==> config.mk <==
export PLATFORM = sky130hd
export DESIGN_NAME = contrast_pixel_counter_flat
export DESIGN_NICKNAME = d
export VERILOG_FILES = /design/src/hw/rtl/cpc_pkg.sv /design/src/hw/rtl/cpc_pixel_if.sv /design/src/hw/rtl/cpc_count_if.sv /design/src/hw/rtl/cpc_ram.sv /design/src/hw/rtl/contrast_pixel_counter.sv /design/src/flat_wrapper.sv
export SDC_FILE = /design/constraint.sdc
export NUM_CORES = 2
export LEC_CHECK = 0
export BUFFER_PORTS_ARGS = -buffer_cell sky130_fd_sc_hd__buf_4
export CAP_MARGIN = 10
export CELL_PAD_IN_SITES_DETAIL_PLACEMENT = 1
export CELL_PAD_IN_SITES_GLOBAL_PLACEMENT = 2
export CORE_UTILIZATION = 45
export DETAILED_ROUTE_END_ITERATION = 6
export HOLD_SLACK_MARGIN = 0.08
export PLACE_DENSITY_LB_ADDON = 0.1
export REMOVE_ABC_BUFFERS = 1
export SYNTH_ARGS = -nofsm -noshare
export SYNTH_HDL_FRONTEND = slang
export SYNTH_MEMORY_MAX_BITS = 65536
export SYNTH_SLANG_ARGS = --single-unit
==> constraint.sdc <==
create_clock -name i_clk -period 75.9 [get_ports i_clk]
set_input_delay 15.18 -clock i_clk [delete_from_list [all_inputs] [get_ports i_clk]]
set_output_delay 15.18 -clock i_clk [all_outputs]
set_load 0.01 [all_outputs]
==> src/hw/rtl/cpc_pkg.sv <==
`timescale 1ns / 1ps
// ----------------------------------------------------------------------------
// cpc_pkg: shared definitions for the contrast pixel counter
// Field widths, register indexes, reset values and the contrast compare.
// ----------------------------------------------------------------------------
package cpc_pkg;

    localparam int PIXEL_W = 8;
    localparam int COUNT_W = 20;

    localparam int THRESHOLD_W    = 8;
    localparam int FRAME_WIDTH_W  = 10;
    localparam int FRAME_HEIGHT_W = 11;

    localparam int CFG_IDX_W  = 2;
    localparam int CFG_DATA_W = FRAME_HEIGHT_W;

    localparam logic [CFG_IDX_W-1:0] CFG_THRESHOLD    = 2'd0;
    localparam logic [CFG_IDX_W-1:0] CFG_FRAME_WIDTH  = 2'd1;
    localparam logic [CFG_IDX_W-1:0] CFG_FRAME_HEIGHT = 2'd2;

    localparam logic [THRESHOLD_W-1:0]    THRESHOLD_RST    = 8'd128;
    localparam logic [FRAME_WIDTH_W-1:0]  FRAME_WIDTH_RST  = 10'd320;
    localparam logic [FRAME_HEIGHT_W-1:0] FRAME_HEIGHT_RST = 11'd200;

    localparam int MAX_WIDTH_DEF  = 512;
    localparam int MAX_HEIGHT_DEF = 1024;

    localparam int MIN_SIDE = 2;

    // One line store entry: pixel of the row above and its partial flag
    typedef struct packed {
        logic [PIXEL_W-1:0] pix;
        logic               flag;
    } t_line_word;

    localparam int LINE_WORD_W = $bits(t_line_word);

    // Per-pixel position flags carried into the compute stage
    typedef struct packed {
        logic first_col;
        logic last_col;
        logic last_row;
        logic row_nz;
    } t_pos;

    function automatic logic exceeds(input logic [PIXEL_W-1:0]     a,
                                     input logic [PIXEL_W-1:0]     b,
                                     input logic [THRESHOLD_W-1:0] th);
        logic [PIXEL_W-1:0] d;
        d = (a > b) ? (a - b) : (b - a);
        return d > th;
    endfunction

endpackage

==> src/hw/rtl/cpc_pixel_if.sv <==
`timescale 1ns / 1ps
// ----------------------------------------------------------------------------
// cpc_pixel_if: pixel stream channel
// Valid/ready channel carrying one grayscale pixel per beat.
// ----------------------------------------------------------------------------
interface cpc_pixel_if import cpc_pkg::*; ();
    logic               valid;
    logic               ready;
    logic [PIXEL_W-1:0] pixel;

    modport source (output valid, output pixel, input ready);
    modport sink (input valid, input pixel, output ready);
endinterface

==> src/hw/rtl/cpc_count_if.sv <==
`timescale 1ns / 1ps
// ----------------------------------------------------------------------------
// cpc_count_if: frame result channel
// Valid/ready channel carrying one contrast pixel count per beat.
// ----------------------------------------------------------------------------
interface cpc_count_if import cpc_pkg::*; ();
    logic               valid;
    logic               ready;
    logic [COUNT_W-1:0] contrast_count;

    modport source (output valid, output contrast_count, input ready);
    modport sink (input valid, input contrast_count, output ready);
endinterface

==> src/hw/rtl/cpc_ram.sv <==
`timescale 1ns / 1ps
// ----------------------------------------------------------------------------
// cpc_ram: simple dual-port RAM
// One write port, one read port with registered read data held between reads.
// ----------------------------------------------------------------------------
module cpc_ram #(
    parameter int WIDTH = 9,
    parameter int DEPTH = 512
) (
    input  logic                     i_clk,
    input  logic                     i_we,
    input  logic [$clog2(DEPTH)-1:0] i_waddr,
    input  logic [WIDTH-1:0]         i_wdata,
    input  logic                     i_re,
    input  logic [$clog2(DEPTH)-1:0] i_raddr,
    output logic [WIDTH-1:0]         o_rdata
);

    logic [WIDTH-1:0] r_mem [DEPTH];
    logic [WIDTH-1:0] r_rdata;

    always_ff @(posedge i_clk) begin
        if (i_we) begin
            r_mem[i_waddr] <= i_wdata;
        end
        if (i_re) begin
            r_rdata <= r_mem[i_raddr];
        end
    end

    assign o_rdata = r_rdata;

endmodule

==> src/hw/rtl/contrast_pixel_counter.sv <==
`timescale 1ns / 1ps
// ----------------------------------------------------------------------------
// contrast_pixel_counter: four-neighbor contrast pixel count per frame
// Counts pixels with a 4-neighbor differing by more than the threshold and
// emits the count at the last pixel of each frame.
// ----------------------------------------------------------------------------
//  channel  | dir | beat payload           | note
//  ---------+-----+------------------------+---------------------------------
//  i_pix    | in  | pixel [7:0]            | raster order, one pixel a beat
//  o_cnt    | out | contrast_count [19:0]  | one beat at each frame end
//  i_cfg_*  | in  | idx [1:0], data [10:0] | write-only, taken when i_cfg_we
//
//  One pixel per cycle while i_pix.ready is high. A pixel is read from the
//  line store in the accept cycle and evaluated in stage 1; the single
//  write port takes the left neighbor's entry, and a row's last entry in
//  the next cycle. Reset clears counters, position and the output register;
//  the line store is not cleared and is filled by the first row of a frame.
//  i_pix.ready drops only while a frame result waits in the output register
//  and the last pixel of the next frame is ready to complete.
// ----------------------------------------------------------------------------
module contrast_pixel_counter import cpc_pkg::*; #(
    parameter int MAX_WIDTH  = MAX_WIDTH_DEF,
    parameter int MAX_HEIGHT = MAX_HEIGHT_DEF
) (
    input  logic                  i_clk,
    input  logic                  i_rst_n,
    cpc_pixel_if.sink             i_pix,
    cpc_count_if.source           o_cnt,
    input  logic                  i_cfg_we,
    input  logic [CFG_IDX_W-1:0]  i_cfg_idx,
    input  logic [CFG_DATA_W-1:0] i_cfg_data
);

    localparam int COL_W = $clog2(MAX_WIDTH);
    localparam int ROW_W = $clog2(MAX_HEIGHT);
    localparam logic [COUNT_W-1:0] COUNT_MAX = '1;

    // Configuration
    logic [THRESHOLD_W-1:0]    r_threshold;
    logic [FRAME_WIDTH_W-1:0]  r_frame_width;
    logic [FRAME_HEIGHT_W-1:0] r_frame_height;

    always_ff @(posedge i_clk) begin
        if (!i_rst_n) begin
            r_threshold    <= THRESHOLD_RST;
            r_frame_width  <= FRAME_WIDTH_RST;
            r_frame_height <= FRAME_HEIGHT_RST;
        end else if (i_cfg_we) begin
            case (i_cfg_idx)
                CFG_THRESHOLD:    r_threshold    <= i_cfg_data[THRESHOLD_W-1:0];
                CFG_FRAME_WIDTH:  r_frame_width  <= i_cfg_data[FRAME_WIDTH_W-1:0];
                CFG_FRAME_HEIGHT: r_frame_height <= i_cfg_data;
                default: ;
            endcase
        end
    end

    // Clamped geometry
    logic [COL_W:0] w_lim;
    logic [ROW_W:0] h_lim;

    always_comb begin
        if (r_frame_width < MIN_SIDE) begin
            w_lim = (COL_W+1)'(MIN_SIDE);
        end else if (r_frame_width > MAX_WIDTH) begin
            w_lim = (COL_W+1)'(MAX_WIDTH);
        end else begin
            w_lim = (COL_W+1)'(r_frame_width);
        end
        if (r_frame_height < MIN_SIDE) begin
            h_lim = (ROW_W+1)'(MIN_SIDE);
        end else if (r_frame_height > MAX_HEIGHT) begin
            h_lim = (ROW_W+1)'(MAX_HEIGHT);
        end else begin
            h_lim = (ROW_W+1)'(r_frame_height);
        end
    end

    // Stage 0: position and line store read
    logic [COL_W-1:0] r_col;
    logic [ROW_W-1:0] r_row;
    logic             accept;
    t_pos             s0_pos;

    assign accept = i_pix.valid && i_pix.ready;

    always_comb begin
        s0_pos.first_col = (r_col == '0);
        s0_pos.last_col  = (({1'b0, r_col} + (COL_W+1)'(1)) >= w_lim);
        s0_pos.last_row  = (({1'b0, r_row} + (ROW_W+1)'(1)) >= h_lim);
        s0_pos.row_nz    = (r_row != '0);
    end

    always_ff @(posedge i_clk) begin
        if (!i_rst_n) begin
            r_col <= '0;
            r_row <= '0;
        end else if (accept) begin
            if (s0_pos.last_col) begin
                r_col <= '0;
                r_row <= s0_pos.last_row ? '0 : r_row + ROW_W'(1);
            end else begin
                r_col <= r_col + COL_W'(1);
            end
        end
    end

    // Line store write port
    logic             ram_we;
    logic [COL_W-1:0] ram_waddr;
    t_line_word       ram_wdata;
    t_line_word       ram_rdata;

    cpc_ram #(
        .WIDTH (LINE_WORD_W),
        .DEPTH (MAX_WIDTH)
    ) u_line_ram (
        .i_clk   (i_clk),
        .i_we    (ram_we),
        .i_waddr (ram_waddr),
        .i_wdata (ram_wdata),
        .i_re    (accept),
        .i_raddr (r_col),
        .o_rdata (ram_rdata)
    );

    // Stage 1 registers
    logic               r_s1_valid;
    t_pos               r_s1_pos;
    logic [COL_W-1:0]   r_s1_col;
    logic [PIXEL_W-1:0] r_s1_pixel;
    logic               r_s1_fwd;
    t_line_word         r_fwd_word;

    logic [PIXEL_W-1:0] r_left_pixel;
    logic               r_left_flag;
    logic [COUNT_W-1:0] r_count;

    logic               r_pend_valid;
    logic [COL_W-1:0]   r_pend_addr;
    t_line_word         r_pend_word;

    logic               r_out_valid;
    logic [COUNT_W-1:0] r_out_count;

    // Stage 1: evaluate
    t_line_word         up_word;
    logic               d_up;
    logic               d_left;
    logic               f;
    logic               lf_new;
    logic               emit;
    logic [1:0]         inc;
    logic [COUNT_W:0]   sum;
    logic [COUNT_W-1:0] n_count;
    logic               adv1;
    logic               s1_fire;
    logic               left_wr;
    logic               n_pend_valid;

    always_comb begin
        up_word = r_s1_fwd ? r_fwd_word : ram_rdata;
        d_up    = r_s1_pos.row_nz && exceeds(r_s1_pixel, up_word.pix, r_threshold);
        d_left  = !r_s1_pos.first_col && exceeds(r_s1_pixel, r_left_pixel, r_threshold);
        f       = d_up || d_left;
        lf_new  = r_left_flag || d_left;
        emit    = r_s1_pos.last_col && r_s1_pos.last_row;
        // pixel above final, left pixel final in the last row, frame's last pixel
        inc = {1'b0, r_s1_pos.row_nz && (up_word.flag || d_up)}
            + {1'b0, !r_s1_pos.first_col && r_s1_pos.last_row && lf_new}
            + {1'b0, emit && f};
        sum     = {1'b0, r_count} + (COUNT_W+1)'(inc);
        n_count = (sum > {1'b0, COUNT_MAX}) ? COUNT_MAX : sum[COUNT_W-1:0];

        // hold when a frame result cannot be parked
        adv1    = !(r_s1_valid && emit && r_out_valid && !o_cnt.ready);
        s1_fire = r_s1_valid && adv1;
        left_wr = s1_fire && !r_s1_pos.first_col;

        // left neighbor entry first, a row's last entry on the next free cycle
        ram_we         = left_wr || r_pend_valid;
        ram_waddr      = r_pend_addr;
        ram_wdata      = r_pend_word;
        n_pend_valid   = 1'b0;
        if (left_wr) begin
            ram_waddr     = r_s1_col - COL_W'(1);
            ram_wdata.pix = r_left_pixel;
            ram_wdata.flag = lf_new;
            n_pend_valid  = r_pend_valid;
        end
        if (s1_fire && r_s1_pos.last_col) begin
            n_pend_valid = 1'b1;
        end
    end

    assign i_pix.ready          = adv1;
    assign o_cnt.valid          = r_out_valid;
    assign o_cnt.contrast_count = r_out_count;

    always_ff @(posedge i_clk) begin
        if (!i_rst_n) begin
            r_s1_valid   <= 1'b0;
            r_pend_valid <= 1'b0;
            r_out_valid  <= 1'b0;
            r_left_pixel <= '0;
            r_left_flag  <= 1'b0;
            r_count      <= '0;
        end else begin
            r_pend_valid <= n_pend_valid;
            if (accept) begin
                r_s1_valid <= 1'b1;
            end else if (s1_fire) begin
                r_s1_valid <= 1'b0;
            end
            if (s1_fire) begin
                if (r_s1_pos.last_col) begin
                    r_left_pixel <= '0;
                    r_left_flag  <= 1'b0;
                end else begin
                    r_left_pixel <= r_s1_pixel;
                    r_left_flag  <= f;
                end
                r_count <= emit ? '0 : n_count;
            end
            if (s1_fire && emit) begin
                r_out_valid <= 1'b1;
            end else if (o_cnt.ready) begin
                r_out_valid <= 1'b0;
            end
        end
    end

    // Payload registers
    always_ff @(posedge i_clk) begin
        if (accept) begin
            r_s1_pos   <= s0_pos;
            r_s1_col   <= r_col;
            r_s1_pixel <= i_pix.pixel;
            // forward a write to the entry being read in the same cycle
            r_s1_fwd   <= ram_we && (ram_waddr == r_col);
            r_fwd_word <= ram_wdata;
        end
        if (s1_fire && r_s1_pos.last_col) begin
            r_pend_addr      <= r_s1_col;
            r_pend_word.pix  <= r_s1_pixel;
            r_pend_word.flag <= f;
        end
        if (s1_fire && emit) begin
            r_out_count <= n_count;
        end
    end

    // Assertions
    a_pend_one_cycle: assert property (@(posedge i_clk) disable iff (!i_rst_n)
        r_pend_valid |=> !r_pend_valid)
        else $error("row end write not flushed in the following cycle");

    a_count_cleared: assert property (@(posedge i_clk) disable iff (!i_rst_n)
        (s1_fire && emit) |=> (r_count == '0))
        else $error("running count not cleared after frame end");

    a_out_from_stage: assert property (@(posedge i_clk) disable iff (!i_rst_n)
        $rose(r_out_valid) |-> $past(r_s1_valid && r_s1_pos.last_col && r_s1_pos.last_row))
        else $error("result produced without a frame's last pixel");

    a_no_overwrite: assert property (@(posedge i_clk) disable iff (!i_rst_n)
        (r_out_valid && !o_cnt.ready) |=> (r_out_valid && $stable(r_out_count)))
        else $error("waiting result lost or changed");

    a_no_left_write_col0: assert property (@(posedge i_clk) disable iff (!i_rst_n)
        (s1_fire && r_s1_pos.last_col) |-> !r_s1_pos.first_col)
        else $error("row end on the first column");

endmodule

==> src/flat_wrapper.sv <==
// flat-port wrapper written by rule: the top's interface ports become plain ports
module contrast_pixel_counter_flat import cpc_pkg::*;
#(
    parameter int MAX_WIDTH  = MAX_WIDTH_DEF,
    parameter int MAX_HEIGHT = MAX_HEIGHT_DEF
)
  (i_clk, i_rst_n, i_cfg_we, i_cfg_idx, i_cfg_data, i_pix_valid, i_pix_pixel, i_pix_ready, o_cnt_valid, o_cnt_contrast_count, o_cnt_ready);
  cpc_pixel_if i_pix_i ();
  cpc_count_if o_cnt_i ();
  input  logic i_clk;
  input  logic i_rst_n;
  input  logic i_cfg_we;
  input  logic [CFG_IDX_W-1:0] i_cfg_idx;
  input  logic [CFG_DATA_W-1:0] i_cfg_data;
  input wire logic [$bits(i_pix_i.valid)-1:0] i_pix_valid;
  input wire logic [$bits(i_pix_i.pixel)-1:0] i_pix_pixel;
  output wire logic [$bits(i_pix_i.ready)-1:0] i_pix_ready;
  output wire logic [$bits(o_cnt_i.valid)-1:0] o_cnt_valid;
  output wire logic [$bits(o_cnt_i.contrast_count)-1:0] o_cnt_contrast_count;
  input wire logic [$bits(o_cnt_i.ready)-1:0] o_cnt_ready;
  assign i_pix_i.valid = i_pix_valid;
  assign i_pix_i.pixel = i_pix_pixel;
  assign i_pix_ready = i_pix_i.ready;
  assign o_cnt_valid = o_cnt_i.valid;
  assign o_cnt_contrast_count = o_cnt_i.contrast_count;
  assign o_cnt_i.ready = o_cnt_ready;
  contrast_pixel_counter #(.MAX_WIDTH(MAX_WIDTH), .MAX_HEIGHT(MAX_HEIGHT)) u_core (.i_clk(i_clk), .i_rst_n(i_rst_n), .i_pix(i_pix_i), .o_cnt(o_cnt_i), .i_cfg_we(i_cfg_we), .i_cfg_idx(i_cfg_idx), .i_cfg_data(i_cfg_data));
endmodule
==> results_dict.tcl <==
set metrics [dict create \
    grt_first_pass_wirelength_um 824000 \
    final_util 0.509 \
    synth_enable_flop_cells 4686 \
    design.portCount 48 \
    p_switching_uw 1250 \
    layout_commonest_cell "sky130_fd_sc_hd__edfxtp_1" \
    design.final.nets 9468 \
    postSynthRegisterBits 4766 \
    dominantRegCellSynth "sky130_fd_sc_hd__edfxtp_1" \
    cts.reportedPaths.clkPinSlew_ns 0.06 \
    initial_utilization 0.453 \
    ys.warnings.count 0 \
    p_leak_uw 0.0645 \
    endpoint "i_pix_ready" \
    cts-buffers-inserted 525 \
    htreeDepth 6 \
    synthesis.area_um2 187000 \
    detail_route.wirelength_um 604000 \
    std_cell_rows 236 \
    min_path_type "reg -> reg" \
    power.share.switching 0.221 \
    largest_net_degree_at_the_start_of_global_routing 206 \
    timing.rr.end "u_core.u_line_ram.r_mem[412][0]$_DFFE_PP_" \
    post_cts.repair.setup_buffers 0 \
    via_per_inst 6.36 \
    critical_path_class "in -> out" \
    power_uw 5670 \
    share_of_flip_flops_with_an_asynchronous_set_or_reset 0 \
    multi_input_comb_area_um2 42300 \
    rsz_0062_raised_after_global_routing "no" \
    max_slew_margin 0.109 \
    critPathLaunch "o_cnt_ready" \
    internal_power_uw 4420 \
    flow.area_growth_from_synthesis_pct 12.4 \
    max_cap_violations 0 \
    detail_route.wl_per_cell_um 39.7 \
    finalWorstPathRequiredPeriod_ns 31.23 \
    floorplan.die_area_um2 419000 \
    cp-end-kind "primary output" \
    timing_worst_slew_pin_value_ns 1.32 \
    ys_seq_area_frac 0.759 \
    n_fill_cell 36300 \
    drt-pass1-iter-count 6 \
    drv_slew 0 \
    cts.sinks 4766 \
    gp_congestion 0.853 \
    worstRegToRegCells 17 \
    peakVddDrop_v 0.0000241 \
    maximum_fanout_count_along_the_critical_path 4 \
    global_route.overflow_total 0 \
    critical_hold_path_startpoint "u_core.r_s1_col[8]$_DFFE_PP_" \
    total_via_count_in_the_routed_design 96800 \
    clock_tree.buffer_depth 4 \
    synth_cell_types 84 \
    count_of_cells_resized_by_post_cts_repair 0 \
    fin_setup_tns_ns 0 \
    combinational_share_of_power 0.056 \
    r2r_start "u_core.r_s1_pixel[2]$_DFFE_PP_" \
    number_of_antenna_violations_at_the_first_check_in_global_routing 62 \
    global_route.usage.total 0.286 \
    die-width_um 647 \
    crit_path_start_kind "input pin" \
    power.clock.fraction 0.434 \
    post-route-drc-count 0 \
    post_route_cells_drive_above_1_share 0.237 \
    drt_first_iter_violations 13100 \
    r2r_slack_ns 67.01 \
    tritoncts_clock_tree "yes" \
    core_area_um2 414000 \
    dp_hpwl_um 368000 \
    finalSetupViolations 0 \
    synth_cells 9056 \
    clock-root-buffer "sky130_fd_sc_hd__clkbuf_16" \
    seq_power_share 0.510 \
    register_area_um2 142000 \
    worstPathRequired_ns 60.72 \
    clk-insertion-delay-late_ns 1.06 \
    mostFrequentLayoutCells "sky130_fd_sc_hd__edfxtp_1 (4,686), sky130_fd_sc_hd__mux4_2 (1,163), sky130_fd_sc_hd__nor2_1 (604)" \
    via_count_of_the_first_global_routing_pass 98000 \
    cts_hold_repair.buffers 0 \
    timing_hold_violations_final 0 \
    run_status "completed" \
    min_period_over_period 0.411 \
    antenna_violating_nets_left 0 \
    port_buffers 47 \
    worst_ep_arrival_time_ns 16.05 \
    dieHeight_um 647 \
    clock.fmax_ghz 0.0320 \
    cellPowerDensity_nw_per_um2 26.9 \
    hold-worst-slack_ns 0.468 \
    postSynthAreaPerCell_um2 20.7 \
    clock-skew-final_ns 0.0489 \
]
-- area by class of cell --
type | count | area share
flip-flops and latches | 4766 | 0.676
multi-input cells | 3683 | 0.201
clock inverters | 266 | 0.0111
clock buffers | 645 | 0.0661
inverters | 73 | 0.00135
repair buffers | 313 | 0.0124
well taps | 5474 | 0.0325
diodes | 15 | 0.000178
-- state kept, by name, indices dropped and copies added (netlist names) --
| name | cells |
|---|---|
| u_core.u_line_ram.r_mem | 4608 |
| u_core.o_cnt.contrast_count | 20 |
| u_core.r_count | 20 |
| u_core.r_frame_height | 11 |
| u_core.r_frame_width | 10 |
| u_core.r_row | 10 |
| u_core.r_col | 9 |
| u_core.r_fwd_word | 9 |
| u_core.r_pend_addr | 9 |
| u_core.r_pend_word | 9 |
| u_core.r_s1_col | 9 |
| u_core.u_line_ram.o_rdata | 9 |
| u_core.r_left_pixel | 8 |
| u_core.r_s1_pixel | 8 |
| u_core.r_threshold | 8 |
| u_core.r_s1_pos | 4 |
| u_core.o_cnt.valid | 1 |
| u_core.r_left_flag | 1 |
| u_core.r_pend_valid | 1 |
| u_core.r_s1_fwd | 1 |
| u_core.r_s1_valid | 1 |
-- Yosys cell counts, drive strengths merged (11+ instances only) --
| master | instances | share of area |
|---|---|---|
| nor2 | 617 | 0.012 |
| nor2b | 64 | 0.0021 |
| a2111oi | 16 | 0.00078 |
| a21boi | 27 | 0.0011 |
| and2 | 20 | 0.00067 |
| a31oi | 30 | 0.0010 |
| a21oi | 153 | 0.0041 |
| nand3b | 11 | 0.00044 |
| buf | 324 | 0.012 |
| a221oi | 58 | 0.0028 |
| nand2b | 21 | 0.00070 |
| xor2 | 19 | 0.00089 |
| nand4 | 30 | 0.0010 |
| a21o | 27 | 0.0011 |
| inv | 69 | 0.0014 |
| nor3 | 48 | 0.0013 |
| clkbuf | 210 | 0.0042 |
| a22oi | 147 | 0.0059 |
| mux2i | 224 | 0.012 |
| mux2 | 34 | 0.0020 |
| mux4 | 1163 | 0.14 |
| a22o | 50 | 0.0023 |
| o211ai | 16 | 0.00067 |
| nand3 | 84 | 0.0022 |
| and3 | 12 | 0.00040 |
| o21ai | 97 | 0.0026 |
| nand2 | 324 | 0.0065 |
| o22ai | 73 | 0.0024 |
| a211oi | 40 | 0.0016 |
| o221ai | 12 | 0.00056 |
| nor4 | 13 | 0.00043 |
| o31ai | 16 | 0.00064 |
| xnor2 | 36 | 0.0017 |
| dfxtp | 80 | 0.0085 |
| ha | 74 | 0.0049 |
| edfxtp | 4686 | 0.75 |
-- per-layer routing --
layer  track usage  routed length (µm)  up-vias
li1              -                   -    38300
met4         0.101               23800        8
met1         0.405              246000    53100
met5             0                  56        -
met3        0.0436               47800      891
met2         0.455              287000     4545
-- worst max-delay path: stages --
cell and delay, ns:
sky130_fd_sc_hd__buf_4 0.11, sky130_fd_sc_hd__nand2b_1 0.23, sky130_fd_sc_hd__or2_2 0.37, sky130_fd_sc_hd__buf_4 0.16
-- how the worst min path moves through the flow --
| stage | cells after the start | slack (ns) | end |
|---|---|---|---|
| 6_report | 0 | 0.47 | u_core.r_pend_addr[8]$_DFFE_PP_ |
| 5_1_grt | 0 | 0.46 | u_core.r_pend_addr[8]$_DFFE_PP_ |
| 4_1_cts | 0 | 0.46 | u_core.r_pend_addr[8]$_DFFE_PP_ |
| 3_5_place_dp | 2 | 0.47 | u_core.r_left_pixel[7]$_SDFFE_PN0P_ |
| 3_3_place_gp | 2 | 0.45 | u_core.r_left_pixel[7]$_SDFFE_PN0P_ |
| 2_1_floorplan | 2 | 0.44 | u_core.r_left_pixel[7]$_SDFFE_PN0P_ |
-- power by group through the flow --
stage | clock (µW) | sequential (µW) | combinational, µW
finish | 2460 | 2890 | 317
global route | 2580 | 2890 | 332
CTS | 2490 | 2890 | 321
detailed placement | 0 | 2950 | 320
global placement | 0 | 2950 | 316
floorplan | 0 | 3030 | 522
-- through the flow --
stage / instances / instance area [µm²] / worst slack [ns]
2_1_floorplan: 8522 / 184000 / 17.93
5_1_grt: 15200 / 211000 / 44.64
3_5_place_dp: 14300 / 194000 / 44.67
6_report: 15200 / 211000 / 44.67
4_1_cts: 15200 / 211000 / 44.67
3_3_place_gp: 14300 / 194000 / 44.66
-- kinds of logic (layout without fill, tap and decap cells) --
| group | count (synthesis) | after routing | synth area share |
|---|---|---|---|
| other cells | 0 | 15 | 0 |
| buf+inv | 607 | 1297 | 0.0180 |
| fa+ha+maj | 80 | 80 | 0.00558 |
| compound gates | 837 | 837 | 0.0311 |
| flops | 4766 | 4766 | 0.759 |
| simple gates | 1290 | 1290 | 0.0301 |
| xor+xnor | 55 | 55 | 0.00257 |
| mux | 1421 | 1421 | 0.154 |
Power figures use the tool's default switching activity.
